### config.mk
export PLATFORM = sky130hd
export DESIGN_NAME = brm_cmp
export DESIGN_NICKNAME = d
export VERILOG_FILES = /design/src/sv/assert_macros.svh /design/src/sv/brm_pkg.sv /design/src/sv/brm_cmp.sv
export SDC_FILE = /design/constraint.sdc
export NUM_CORES = 1
export LEC_CHECK = 0
export ABC_AREA = 1
export BUFFER_PORTS_ARGS = -buffer_cell sky130_fd_sc_hd__buf_2
export CAP_MARGIN = 20
export CORE_AREA = 2 2 98 100
export DETAILED_ROUTE_END_ITERATION = 16
export DIE_AREA = 0 0 100 102
export GPL_ROUTABILITY_DRIVEN = 1
export GPL_TIMING_DRIVEN = 0
export PLACE_DENSITY = 0.83
export SETUP_SLACK_MARGIN = 0.4
export SLEW_MARGIN = 20
export SYNTH_ARGS = -nofsm -noshare
export SYNTH_HDL_FRONTEND = slang
export SYNTH_SLANG_ARGS = --single-unit
### constraint.sdc
create_clock -name vclk -period 2.7
set_input_delay 0.675 -clock vclk [all_inputs]
set_output_delay 0.675 -clock vclk [all_outputs]
set_load 0.05 [all_outputs]
### src/sv/assert_macros.svh
// ---------------------------------------------------------------------------
// Assertion macros
// Shared concurrent assertion wrappers for the residency manager RTL.
// ---------------------------------------------------------------------------
`ifndef ASSERT_MACROS_SVH
`define ASSERT_MACROS_SVH

// Plain property checked on every rising edge outside reset.
`define BRM_ASSERT(label, prop, msg) \
  label: assert property (@(posedge clk_i) disable iff (!rst_ni) (prop)) else $error(msg);

// Same-cycle implication checked outside reset.
`define BRM_ASSERT_IMP(label, ante, cons, msg) \
  label: assert property (@(posedge clk_i) disable iff (!rst_ni) (ante) |-> (cons)) \
    else $error(msg);

`endif

### src/sv/brm_pkg.sv
// ---------------------------------------------------------------------------
// brm_pkg
// Types, codes and widths shared by the residency manager modules.
// ---------------------------------------------------------------------------
package brm_pkg;

  localparam int unsigned MAX_ASSETS_DEF = 32;
  localparam int unsigned BUDGET_W       = 48;
  localparam int unsigned COST_W         = 40;
  localparam int unsigned STAMP_W        = 32;
  localparam int unsigned PRIO_W         = 8;
  localparam int unsigned PLEVEL_W       = 7;
  localparam int unsigned ID_W           = 5;
  localparam int unsigned KEY_ID_W       = 6;
  localparam int unsigned CFG_IDX_W      = 2;
  localparam logic [PLEVEL_W-1:0] PLEVEL_RESET = 7'd127;
  // Pending work above this margin (and not negative) skips an iteration.
  localparam logic [STAMP_W-1:0] SKIP_MARGIN = 32'd3;

  typedef enum logic [2:0] {
    MODE_REGISTER  = 3'd0,
    MODE_UPDATE    = 3'd1,
    MODE_MARK_USED = 3'd2,
    MODE_SET_PRIO  = 3'd3,
    MODE_ITERATE   = 3'd4,
    MODE_SINGLE    = 3'd5
  } brm_mode_e;

  typedef enum logic [2:0] {
    KIND_REGISTERED = 3'd0,
    KIND_ACTIVATE   = 3'd1,
    KIND_RELEASE    = 3'd2,
    KIND_STATUS     = 3'd3,
    KIND_SKIPPED    = 3'd4,
    KIND_DONE       = 3'd5
  } brm_kind_e;

  typedef enum logic [CFG_IDX_W-1:0] {
    CFG_TOTAL_BUDGET  = 2'd0,
    CFG_ITER_BUDGET   = 2'd1,
    CFG_PERSIST_LEVEL = 2'd2
  } brm_cfg_e;

  // One asset record as held in the record memory.
  typedef struct packed {
    logic [PRIO_W-1:0]  prio;
    logic [STAMP_W-1:0] last_use;
    logic [COST_W-1:0]  res;
    logic [COST_W-1:0]  pend;
    logic [COST_W-1:0]  est;
  } brm_rec_t;

  // Ordering key of one asset.
  typedef struct packed {
    logic [PRIO_W-1:0]   prio;
    logic [STAMP_W-1:0]  last_use;
    logic [COST_W-1:0]   res;
    logic [COST_W-1:0]   pend;
    logic [KEY_ID_W-1:0] id;
  } brm_key_t;

endpackage

### src/sv/brm_cmp.sv
// ---------------------------------------------------------------------------
// brm_cmp
// Ordering comparator: tells whether asset a goes before asset b.
// ---------------------------------------------------------------------------
module brm_cmp (
  input  brm_pkg::brm_key_t a_i,
  input  brm_pkg::brm_key_t b_i,
  output logic              before_o
);

  // Priority descending, last use descending, resident cost ascending,
  // pending cost descending, id ascending.
  always_comb begin
    if (a_i.prio != b_i.prio) begin
      before_o = $signed(a_i.prio) > $signed(b_i.prio);
    end else if (a_i.last_use != b_i.last_use) begin
      before_o = a_i.last_use > b_i.last_use;
    end else if (a_i.res != b_i.res) begin
      before_o = a_i.res < b_i.res;
    end else if (a_i.pend != b_i.pend) begin
      before_o = a_i.pend > b_i.pend;
    end else begin
      before_o = a_i.id < b_i.id;
    end
  end

endmodule

# After elaboration in Yosys (flattened, before gate mapping)
# Index checks and enable logic that the tools add are counted.
# op_classes
div_mod_pow,0
n_bitwise,0
magnitude_cmp,5
multipliers,0
eq_ne,4
n_addsub,0
n_mux,4
shifts,0
n_reduce_logical,0
# ops
cell,n
!= test 40 bit,2
> comparator 40 bit,1
< comparator 40 bit,1
> comparator 32 bit,1
!= test 32 bit,1
> comparator 8 bit,1
!= test 8 bit,1
< comparator 6 bit,1
2-to-1 mux 1 bit,4
# word_totals
n_memories,0
output_inout_bits,1
reg_bits,0
in_bits,252
mem_bits_rw,0
rom_bits,0
wordCells,13
latchBits,0

# Longest topological paths before layout
# depth
ltp_word,5
depth_mapped,18
mapped_depth_nobuf,18

# Worst setup path before layout
# OpenSTA, ideal clock, no wires.
# synth_timing
path_type,input -> output
from,input b_i[45] in the netlist's numbering
to,output before_o
t_arrival_ns,2.186
setup_slack_ns,-0.161
required_ns,2.025
path_buffers,0
stages,15
path_cell_list,inv_1 -> ha_1 -> nand2_1 -> nor2_2 -> and2_4 -> nand3_2 -> nor2_4 -> nand2_2 -> nor2_2 -> nand2_1 -> nand2_1 -> nand2_1 -> nand2_1 -> nand2_1 -> nand2_1
# synth_via
elab_chain_len,5
elab_cells_between_ends,6
cone_classes,order compare: 1; eq/ne: 1; mux: 4
# synth_lines
element,line,rtl
"start, declared",brm_cmp.sv:7,"input brm_pkg::brm_key_t b_i,"
> comparator 40 bit or != test 40 bit (tied branches),"brm_cmp.sv:21, brm_cmp.sv:20",
2-to-1 mux 1 bit (*),brm_cmp.sv:20,end else if (a_i.pend != b_i.pend) begin
2-to-1 mux 1 bit (*),brm_cmp.sv:18,end else if (a_i.res != b_i.res) begin
2-to-1 mux 1 bit (*),brm_cmp.sv:16,end else if (a_i.last_use != b_i.last_use) begin
2-to-1 mux 1 bit (*),brm_cmp.sv:14,if (a_i.prio != b_i.prio) begin
"end, declared",brm_cmp.sv:8,output logic before_o
# Every way passes the cells marked *; elsewhere a longest branch is shown, timed or not.

# Worst setup path in the final report
# layout_timing
from,input b_i[29] in the netlist's numbering
to,output before_o
# The elaborated chain is that of the path after synthesis.

==> qor.yml <==
place_congestion: 0.837
ys_top_cells_by_area: "ha_1, inv_1, nand2_1"
slew_viol_final: 0
drc: 0
fmax_ghz: 0.341
final_cell_mix: "buf_2, inv_1, ha_1"
seq_area_frac_synth_pct: 0
crit_path_start_kind: "input pin"
syn_area_sq_um: 3410
fp-row-count: 35
hold_viol_final: 0
crit_type: "input pin to primary output"
netlist_instances: 554
arrival_ps: 2250
wire_per_inst_um: 11.1
grt_pass1_vias: 3857
rsz0062_at_grt: "true"
synth_top_area_share_pct: 45.8
syn-mean-instance-area_sq_um: 6.16
max-cap-violations: 0
p_leak_nw: 3.35
ir_drop_mv: 0.0623
ys_warn_count: 0
die_w_um: 100
grt_max_degree: 5
dp_hpwl_um: 9280
initial_utilization_pct: 37.5
area_growth_pct: 51.0
pwr-share-seq_pct: 0
mostFrequentLayoutCell: "buf_2"
setup_viol: 1
yosysTopAreaCell: "ha_1"
grt_pass1_wl_um: 15400
hold_class: "input pin to primary output"
status: "finished with violations"
worst_slew_pin_slew_ps: 292
post-route-worst-setup-slack_ps: -228
ctsHoldBuffers: 0
syn_nets: 931
min_from: "a_i[125]"
clock_buffers: 0
regArea_sq_um: 0
grt-ovfl-total: 0
drtIter0Drc: 38
wirelength_um: 10200
finalCritPeriodShare_pct: 108
switching_power_mw: 0.337
required_ps: 2030
antenna_found_initial: 1
seq_cell_count: 0
min_to: "before_o"
drive_above_1_share_pct: 38.4
synth.distinct_cells: 24
cp_max_fo: 2
port-buffer-count: 253
clkPwrFrac_pct: 0
fin_cells: 920
first_pass_iters: 4
violations: "negative setup slack"
hold_depth: 6
track_usage_pct: 18.1
p_per_area_nw_per_um2: 135
combPwrFrac_pct: 100.0
hold_ws_ps: 1980
slew_headroom_pct: 80.4
final_nets: 1187
die-area_sq_um: 10200
vias_per_cell: 4.58
p_int_mw: 0.361
fin_crit_ps: 2930
core_area_sq_um: 9110
route.vias.total: 4209
worst_setup_path_end_kind: "primary output"
placed_cells: 918
io_pins: 253
switching_share_pct: 48.3
die_h_um: 102
ant_nets: 0
[cell usage after synthesis]
cell type / instances
a31oi_1: 1
a21o_1: 3
nand4_1: 8
nor2_1: 31
inv_2: 4
nand2_1: 121
inv_1: 153
nor3_1: 8
o21bai_1: 2
nand3_1: 17
or2_2: 1
nand3b_1: 1
nand2_2: 3
nor2_4: 3
a21oi_1: 50
and2_4: 1
a221oi_1: 1
ha_1: 125
a21oi_2: 1
nand2_4: 1
nand3_2: 2
nor2_2: 3
o21ai_0: 11
o21a_1: 3
[cell type report]
class                           instances  area [sq um]
Tap cell                              111           139
Antenna cell                            1          2.50
Timing Repair Buffer                  254          1370
Multi-Input combinational cell        397          3040
Fill cell                             891          3950
Inverter                              157           612
[per-stage QoR]
step / setup WS [ps] / TNS, ps / area (sq um) / util (%) / total power, mW
floorplan: 11.9 / 0 / 3500 / - / 0.371
global placement: -526 / -526 / 4910 / 53.9 / 0.623
detailed placement: -539 / -539 / 4910 / 53.9 / 0.642
CTS: -237 / -237 / 5140 / 56.5 / 0.695
global route: -388 / -388 / 5150 / 56.6 / 0.805
finish: -228 / -228 / 5150 / 56.6 / 0.698
[kinds of logic after synthesis]
family	share of synthesized area [%]
AOI/OAI and AO/OA	11.4
adders and majority gates	45.8
buffers and inverters	17.3
and+or+nand+nor	25.5
[power by group through the flow]
stage | logic [mW] | clock network [mW] | registers, mW
after global placement | 0.623 | 0 | 0
final | 0.698 | 0.0000000497 | 0
after floorplan | 0.371 | 0 | 0
after CTS | 0.695 | 0 | 0
after detailed placement | 0.642 | 0 | 0
after global routing | 0.805 | 0 | 0
[repair_timing]
item,CTS,global route
gates resized for setup,45,3
setup endpoints to repair,1,1
pin swaps,25,3
endpoints found under the hold margin,0,0
cloned,0,0
setup buffers,1,0
[routing by layer]
metal  global-route usage (%)  routed length [um]  up-vias
li1                         -                   -     2262
met1                     20.3                4020     1781
met2                     36.2                5310      142
met3                     2.67                 686       22
met4                     3.90                 212        2
met5                        0                  11        -
[worst max path at each step]
stage,startpoint,to,slack (ps),cells past startpoint
finish,b_i[29],before_o,-230,18
global route,b_i[27],before_o,-390,18
CTS,b_i[29],before_o,-240,18
detailed placement,b_i[27],before_o,-540,18
global placement,b_i[27],before_o,-530,18
floorplan,b_i[27],before_o,10,16
[worst max-delay path, cell delays in order]
cell and delay (ps):
buf_6 70, inv_4 30, ha_4 270, nand2_4 50, nor2_4 120, nand2_2 80, nor2_4 90, nand3_2 90
nor2_4 130, nand2_2 60, nor2_2 80, nand2_1 60, nand2_2 70, nand2_1 50, nand2_1 80, nand2_2 60
nand2_4 60, buf_8 140
Power figures use the tool's default switching activity.
