### src/sv/assert_macros.svh
// ---------------------------------------------------------------------------
// Assertion macros
// Shared concurrent assertion wrappers for the residency manager RTL.
// ---------------------------------------------------------------------------
`ifndef ASSERT_MACROS_SVH
`define ASSERT_MACROS_SVH

// Plain property checked on every rising edge outside reset.
`define BRM_ASSERT(label, prop, msg) \
  label: assert property (@(posedge clk_i) disable iff (!rst_ni) (prop)) else $error(msg);

// Same-cycle implication checked outside reset.
`define BRM_ASSERT_IMP(label, ante, cons, msg) \
  label: assert property (@(posedge clk_i) disable iff (!rst_ni) (ante) |-> (cons)) \
    else $error(msg);

`endif

### src/sv/brm_ram.sv
// ---------------------------------------------------------------------------
// brm_ram
// Generic single-write, single-read memory with a registered read port.
// ---------------------------------------------------------------------------
module brm_ram #(
  parameter int unsigned WIDTH = 8,
  parameter int unsigned DEPTH = 32
) (
  input  logic                     clk_i,
  input  logic                     we_i,
  input  logic [$clog2(DEPTH)-1:0] waddr_i,
  input  logic [WIDTH-1:0]         wdata_i,
  input  logic [$clog2(DEPTH)-1:0] raddr_i,
  output logic [WIDTH-1:0]         rdata_o
);

  logic [WIDTH-1:0] mem_q [DEPTH];
  logic [WIDTH-1:0] rdata_q;

  always_ff @(posedge clk_i) begin
    if (we_i) begin
      mem_q[waddr_i] <= wdata_i;
    end
    rdata_q <= mem_q[raddr_i];
  end

  assign rdata_o = rdata_q;

endmodule

### config.mk
export PLATFORM = sky130hd
export DESIGN_NAME = brm_ram
export DESIGN_NICKNAME = d
export VERILOG_FILES = /design/src/sv/assert_macros.svh /design/src/sv/brm_ram.sv
export SDC_FILE = /design/constraint.sdc
export NUM_CORES = 1
export LEC_CHECK = 0
export BUFFER_PORTS_ARGS = -buffer_cell sky130_fd_sc_hd__buf_2
export CAP_MARGIN = 20
export CORE_ASPECT_RATIO = 0.75
export CORE_MARGIN = 2
export CORE_UTILIZATION = 35
export DETAILED_ROUTE_END_ITERATION = 6
export HOLD_SLACK_MARGIN = 0.02
export RECOVER_POWER = 100
export SYNTH_ARGS = -nofsm -noshare
export SYNTH_HDL_FRONTEND = slang
export SYNTH_SLANG_ARGS = --single-unit
### constraint.sdc
create_clock -name clk_i -period 1.9 [get_ports clk_i]
set_clock_uncertainty 0.1 [all_clocks]
set_input_delay 0.095 -clock clk_i [delete_from_list [all_inputs] [get_ports clk_i]]
set_output_delay 0.095 -clock clk_i [all_outputs]
set_load 0.005 [all_outputs]
# == Word level (Yosys, flattened, before mapping) ==
# Memories as Yosys holds them, arrays and structs flattened. A register that Yosys moved wholly into a read port is not among the register bits.
# Index checks and enable logic that the tools add are counted.
# op_classes
addsub,0
mul,0
div_mod_pow,0
magnitude_cmp,0
n_eq_ne,0
shifts,0
mux,2
bitwise,0
reduce_logical,0
# op_table
operator,count
2-to-1 mux 1 bit,2
# word_totals
regBits,0
latch_bits,0
ram_bits,256
mem_bits_ro,0
output_inout_bits,8
wordCells,3
mem_count,1
# memory_table
name,words,word_bits,rd,rd_ports_with_merged_regs,write_ports,line_no,text
mem_q,32,8,1,1,1,brm_ram.sv:17,logic [WIDTH-1:0] mem_q [DEPTH];

# == Depth between registers and ports, before layout ==
# logic_depth
depth_word,2
mapped_depth,5
mapped_depth_nobuf,3

# == Least setup slack after synthesis ==
# Ideal clock, no wire load.
# synth_path
path_type,input to register
startpoint,input port raddr_i[2]
endpoint,register rdata_q[0] (netlist: rdata_o[0]) (read register of mem_q)
setup_ns,0.121
arrival_ns,1.777
required_ns,1.679
path_slack_ns,-0.097
path_stages,5
path_buffers,2
path_cell_list,clkbuf_1 > clkbuf_1 > mux4_2 > mux4_2 > mux2_2
# synth_rtl
item,line_no,text
"start, declared",brm_ram.sv:13,"input logic [$clog2(DEPTH)-1:0] raddr_i,"
"end, declared",brm_ram.sv:18,logic [WIDTH-1:0] rdata_q;

==> impl_metrics.prom <==
# TYPE chip_impl_metric gauge
chip_impl_info{name="result_of_the_run",value="finished with violations"} 1
chip_impl_info{name="violated_checks",value="capacitance limit, slew limit, setup timing"} 1
chip_impl_metric{name="core_area",unit="sq um"} 28100
chip_impl_metric{name="synth_enable_flop_cells",unit=""} 256
chip_impl_metric{name="final_global_route_overflow_total",unit=""} 0
chip_impl_metric{name="synth_seq_cells",unit=""} 264
chip_impl_metric{name="pwr-share-clk",unit="%"} 42.6
chip_impl_metric{name="synth_warnings",unit=""} 0
chip_impl_metric{name="maxCapViolCount",unit=""} 6
chip_impl_metric{name="sequentialPowerShare",unit="%"} 52.1
chip_impl_metric{name="power.density",unit="nW/um^2"} 1060
chip_impl_metric{name="worstPathMaxFanout",unit=""} 1
chip_impl_metric{name="max-slew-margin-rel",unit="%"} -10.2
chip_impl_metric{name="worst_hold_slack_after_final_layout",unit="ns"} 0.158
chip_impl_metric{name="routedWlPerCell",unit="um"} 23.7
chip_impl_info{name="critical_path.endpoint_type",value="flop"} 1
chip_impl_metric{name="postSynthNetCount",unit=""} 437
chip_impl_metric{name="worst_r2r_path_cells",unit=""} 3
chip_impl_metric{name="post_route_drc_violation_count",unit=""} 0
chip_impl_metric{name="die_area",unit="sq um"} 30100
chip_impl_metric{name="largest_stage_delay_on_the_critical_path",unit="ns"} 0.53
chip_impl_metric{name="grt_util_all_layers",unit="%"} 14.6
chip_impl_metric{name="final.setup.worst_slack",unit="ns"} -0.0266
chip_impl_metric{name="clk_latency",unit="ns"} 0.52
chip_impl_metric{name="final_hold_viol_count",unit=""} 0
chip_impl_info{name="worstReg2RegEnd",value="rdata_o[4]"} 1
chip_impl_info{name="critical_path.reg2reg.startpoint",value="mem_q[5][4]"} 1
chip_impl_metric{name="min_period",unit="ns"} 1.93
chip_impl_metric{name="hpwl_after_dpl",unit="um"} 13700
chip_impl_info{name="critPathTopFamily",value="multiplexers"} 1
chip_impl_metric{name="via_count_of_the_first_global_routing_pass",unit=""} 4630
chip_impl_metric{name="timing.final.setup_violations",unit=""} 6
chip_impl_metric{name="count_of_vias_placed_by_the_detailed_router",unit=""} 4660
chip_impl_info{name="clock_tree.root_cell",value="sky130_fd_sc_hd__clkbuf_16"} 1
chip_impl_metric{name="flow.area_growth_from_synthesis",unit="%"} 17.3
chip_impl_metric{name="route.final.wire_length",unit="um"} 21400
chip_impl_metric{name="die_height",unit="um"} 151
chip_impl_metric{name="top_cell_type_s_share_of_synthesized_area",unit="%"} 76.5
chip_impl_info{name="crit_slowest_cell",value="sky130_fd_sc_hd__mux4_2"} 1
chip_impl_info{name="tritoncts",value="yes"} 1
chip_impl_metric{name="cts_setup_buffers",unit=""} 0
chip_impl_info{name="critPathKind",value="reg -> reg"} 1
chip_impl_metric{name="global_route_wire_length_before_repair",unit="um"} 31500
chip_impl_metric{name="number_of_unique_standard_cell_types_used_by_synthesis",unit=""} 15
chip_impl_metric{name="reg2reg_setup_slack",unit="ns"} -0.03
chip_impl_info{name="ys_dominant_reg_cell",value="sky130_fd_sc_hd__edfxtp_1"} 1
chip_impl_metric{name="fraction_of_layout_instances_using_a_drive_strength_above_1",unit="%"} 29.7
chip_impl_metric{name="power.static_leakage",unit="nW"} 3.64
chip_impl_metric{name="antenna_found_initial",unit=""} 0
chip_impl_info{name="yosys_top_cell_by_area",value="sky130_fd_sc_hd__edfxtp_1"} 1
chip_impl_metric{name="p_sw_share",unit="%"} 19.6
chip_impl_metric{name="ys_async_sr_fraction",unit="%"} 0
chip_impl_metric{name="syn-mean-instance-area",unit="sq um"} 24.1
chip_impl_metric{name="combinational_power_share",unit="%"} 5.2
chip_impl_info{name="worstSetupStartpointType",value="flop"} 1
chip_impl_metric{name="routability_driven_placement_congestion_ratio",unit=""} 0.755
chip_impl_metric{name="critPathBufInv",unit=""} 0
chip_impl_metric{name="syn-instance-count",unit=""} 417
chip_impl_metric{name="worstPathRequired",unit="ns"} 2.21
chip_impl_metric{name="cts_max_path_buffers",unit=""} 3
chip_impl_info{name="critical_path.cell_chain",value="mux4_2, mux4_2, mux2_2"} 1
chip_impl_metric{name="design_power_total",unit="W"} 0.0125
chip_impl_metric{name="row_count",unit=""} 53
chip_impl_info{name="hold_path_class",value="in -> reg"} 1
chip_impl_metric{name="vdd_ir_drop_max",unit="mV"} 0.555
chip_impl_metric{name="design.final.nets",unit=""} 519
chip_impl_metric{name="fmax",unit="MHz"} 519
chip_impl_info{name="cp_common_cell",value="sky130_fd_sc_hd__mux4_2"} 1
chip_impl_metric{name="timing.critical_path.depth",unit=""} 3
chip_impl_metric{name="ys_seq_area_share",unit="%"} 78.1
chip_impl_metric{name="count_of_input_and_output_buffers",unit=""} 27
chip_impl_metric{name="antenna_cell_count",unit=""} 0
chip_impl_info{name="synth.area.top_cells",value="sky130_fd_sc_hd__edfxtp_1, sky130_fd_sc_hd__mux4_2, sky130_fd_sc_hd__dfxtp_1"} 1
chip_impl_metric{name="avgViaCountPerCell",unit=""} 5.15
chip_impl_metric{name="cts.sinks",unit=""} 264
chip_impl_metric{name="route.antenna.remaining_nets",unit=""} 0
chip_impl_metric{name="report.final.slew_viol_count",unit=""} 198
chip_impl_metric{name="synthesis.area",unit="sq um"} 10100
chip_impl_info{name="critical_path_launch_point",value="mem_q[5][4]"} 1
chip_impl_metric{name="clk_pin_slew_worst_paths",unit="ns"} 0.06
chip_impl_info{name="rsz0062_at_grt",value="true"} 1
chip_impl_metric{name="netSwitchingPower",unit="W"} 0.00245
chip_impl_metric{name="drt-initial-drc-count",unit=""} 536
chip_impl_info{name="critical_path.endpoint",value="rdata_o[4]"} 1
chip_impl_metric{name="grt_start_max_net_pins",unit=""} 33
chip_impl_metric{name="cts-htree-levels",unit=""} 1
chip_impl_metric{name="placed_cell_area",unit="sq um"} 11000
chip_impl_metric{name="min_period_over_period",unit="%"} 101
chip_impl_metric{name="die_width",unit="um"} 200
chip_impl_metric{name="postLayoutCellArea",unit="sq um"} 11800
chip_impl_metric{name="initial_core_util",unit="%"} 35.8
chip_impl_metric{name="worstMarginPinSlew",unit="ns"} 1.65
chip_impl_metric{name="p_int",unit="W"} 0.0100
chip_impl_metric{name="critical_path_arrival",unit="ns"} 2.23
chip_impl_metric{name="drt_pre_antenna_iters",unit=""} 5
chip_impl_metric{name="total_clock_buffers_created_by_cts",unit=""} 26
chip_impl_metric{name="ios",unit=""} 28
-- kinds of logic after synthesis --
group,count (synthesis),share of synthesized area [%]
buf+inv,20,1.06
flops,264,78.1
mux,88,18.8
simple gates,45,2.07
-- registers in the layout (all words and copies together), names as in the netlist --
signal / count
mem_q: 256
rdata_o: 8
-- tightest hold or removal path: cells and delay by family --
| family | cells | cell delay, ns |
|---|---|---|
| buffers and inverters | 1 | 0.24 |
| muxes | 2 | 0.40 |
-- how the worst min path moves through the flow --
stage                     from            to  slack, ns  cells past startpoint
floorplan           wdata_i[0]   mem_q[0][0]       0.09                      0
global placement    rdata_o[2]    rdata_o[2]       0.37                      1
detailed placement  rdata_o[2]    rdata_o[2]       0.38                      1
CTS                 wdata_i[1]  mem_q[12][1]       0.04                      1
global route        raddr_i[4]    rdata_o[3]       0.14                      3
finish              raddr_i[4]    rdata_o[5]       0.16                      3
-- stage by stage --
stage / std cells / TNS (ns) / setup slack [ns] / utilization (%)
CTS: 904 / -0.162 / -0.0383 / 42.4
floorplan: 417 / 0 / 0.0195 / -
finish: 904 / -0.0814 / -0.0266 / 41.9
global placement: 855 / -1.78 / -0.286 / 39.2
detailed placement: 855 / -1.92 / -0.292 / 39.2
global route: 904 / -0.250 / -0.0622 / 41.9
-- cells in the final DEF (no fill, tap or decap) --
cell                              n
sky130_fd_sc_hd__clkbuf_16       27
sky130_fd_sc_hd__buf_4            7
sky130_fd_sc_hd__clkbuf_1        51
sky130_fd_sc_hd__nand3_1          2
sky130_fd_sc_hd__edfxtp_1       256
sky130_fd_sc_hd__buf_2           11
sky130_fd_sc_hd__dlygate4sd3_1    1
sky130_fd_sc_hd__mux4_2          80
sky130_fd_sc_hd__inv_6            1
sky130_fd_sc_hd__buf_12           8
sky130_fd_sc_hd__mux2_4           4
sky130_fd_sc_hd__or3_1            1
sky130_fd_sc_hd__clkinv_2         4
sky130_fd_sc_hd__or3b_2           3
sky130_fd_sc_hd__bufinv_16        5
sky130_fd_sc_hd__nand3b_1         5
sky130_fd_sc_hd__mux2_2           4
sky130_fd_sc_hd__dfxtp_1          8
sky130_fd_sc_hd__clkinv_1         7
sky130_fd_sc_hd__nor2_1          33
sky130_fd_sc_hd__nand2_1          1
-- what timing repair did --
item | in CTS | in global routing
hold buffers | 1 | 0
gates resized for setup | 4 | 0
setup endpoints to repair | 7 | 8
hold endpoints to repair | 8 | 0
-- synthesized netlist by cell type (2+ instances only) --
cell type / instances
sky130_fd_sc_hd__mux2_2: 8
sky130_fd_sc_hd__clkbuf_1: 6
sky130_fd_sc_hd__buf_4: 6
sky130_fd_sc_hd__buf_1: 6
sky130_fd_sc_hd__nand3b_1: 5
sky130_fd_sc_hd__nand3_1: 2
sky130_fd_sc_hd__edfxtp_1: 256
sky130_fd_sc_hd__or3b_2: 3
sky130_fd_sc_hd__dfxtp_1: 8
sky130_fd_sc_hd__mux4_2: 80
sky130_fd_sc_hd__nor2_1: 33
-- power by group through the flow --
stage          Combinational, W  Clock (W)  Sequential [W]
2_1_floorplan          0.000346          0         0.00662
3_3_place_gp           0.000645          0         0.00663
3_5_place_dp           0.000664          0         0.00663
4_1_cts                0.000676    0.00542         0.00651
5_1_grt                0.000699    0.00567         0.00651
6_report               0.000654    0.00532         0.00651
-- layout make-up --
class                   instances  area (sq um)
clock buffers                  31           691
repair buffers                 74           454
multi-input cells             133          2110
flip-flops and latches        264          7850
fillers                      2461         16300
clock inverters                17           205
well taps                     385           482
-- layer usage --
| layer | vias to the layer above | track usage (%) | routed length, um |
|---|---|---|---|
| met5 | - | 0 | 0 |
| met2 | 184 | 21.6 | 9560 |
| met1 | 2506 | 22.6 | 9840 |
| li1 | 1944 | - | - |
| met4 | 0 | 2.19 | 274 |
| met3 | 26 | 3.27 | 1750 |
Note: power is estimated with default switching activity, not from simulation.
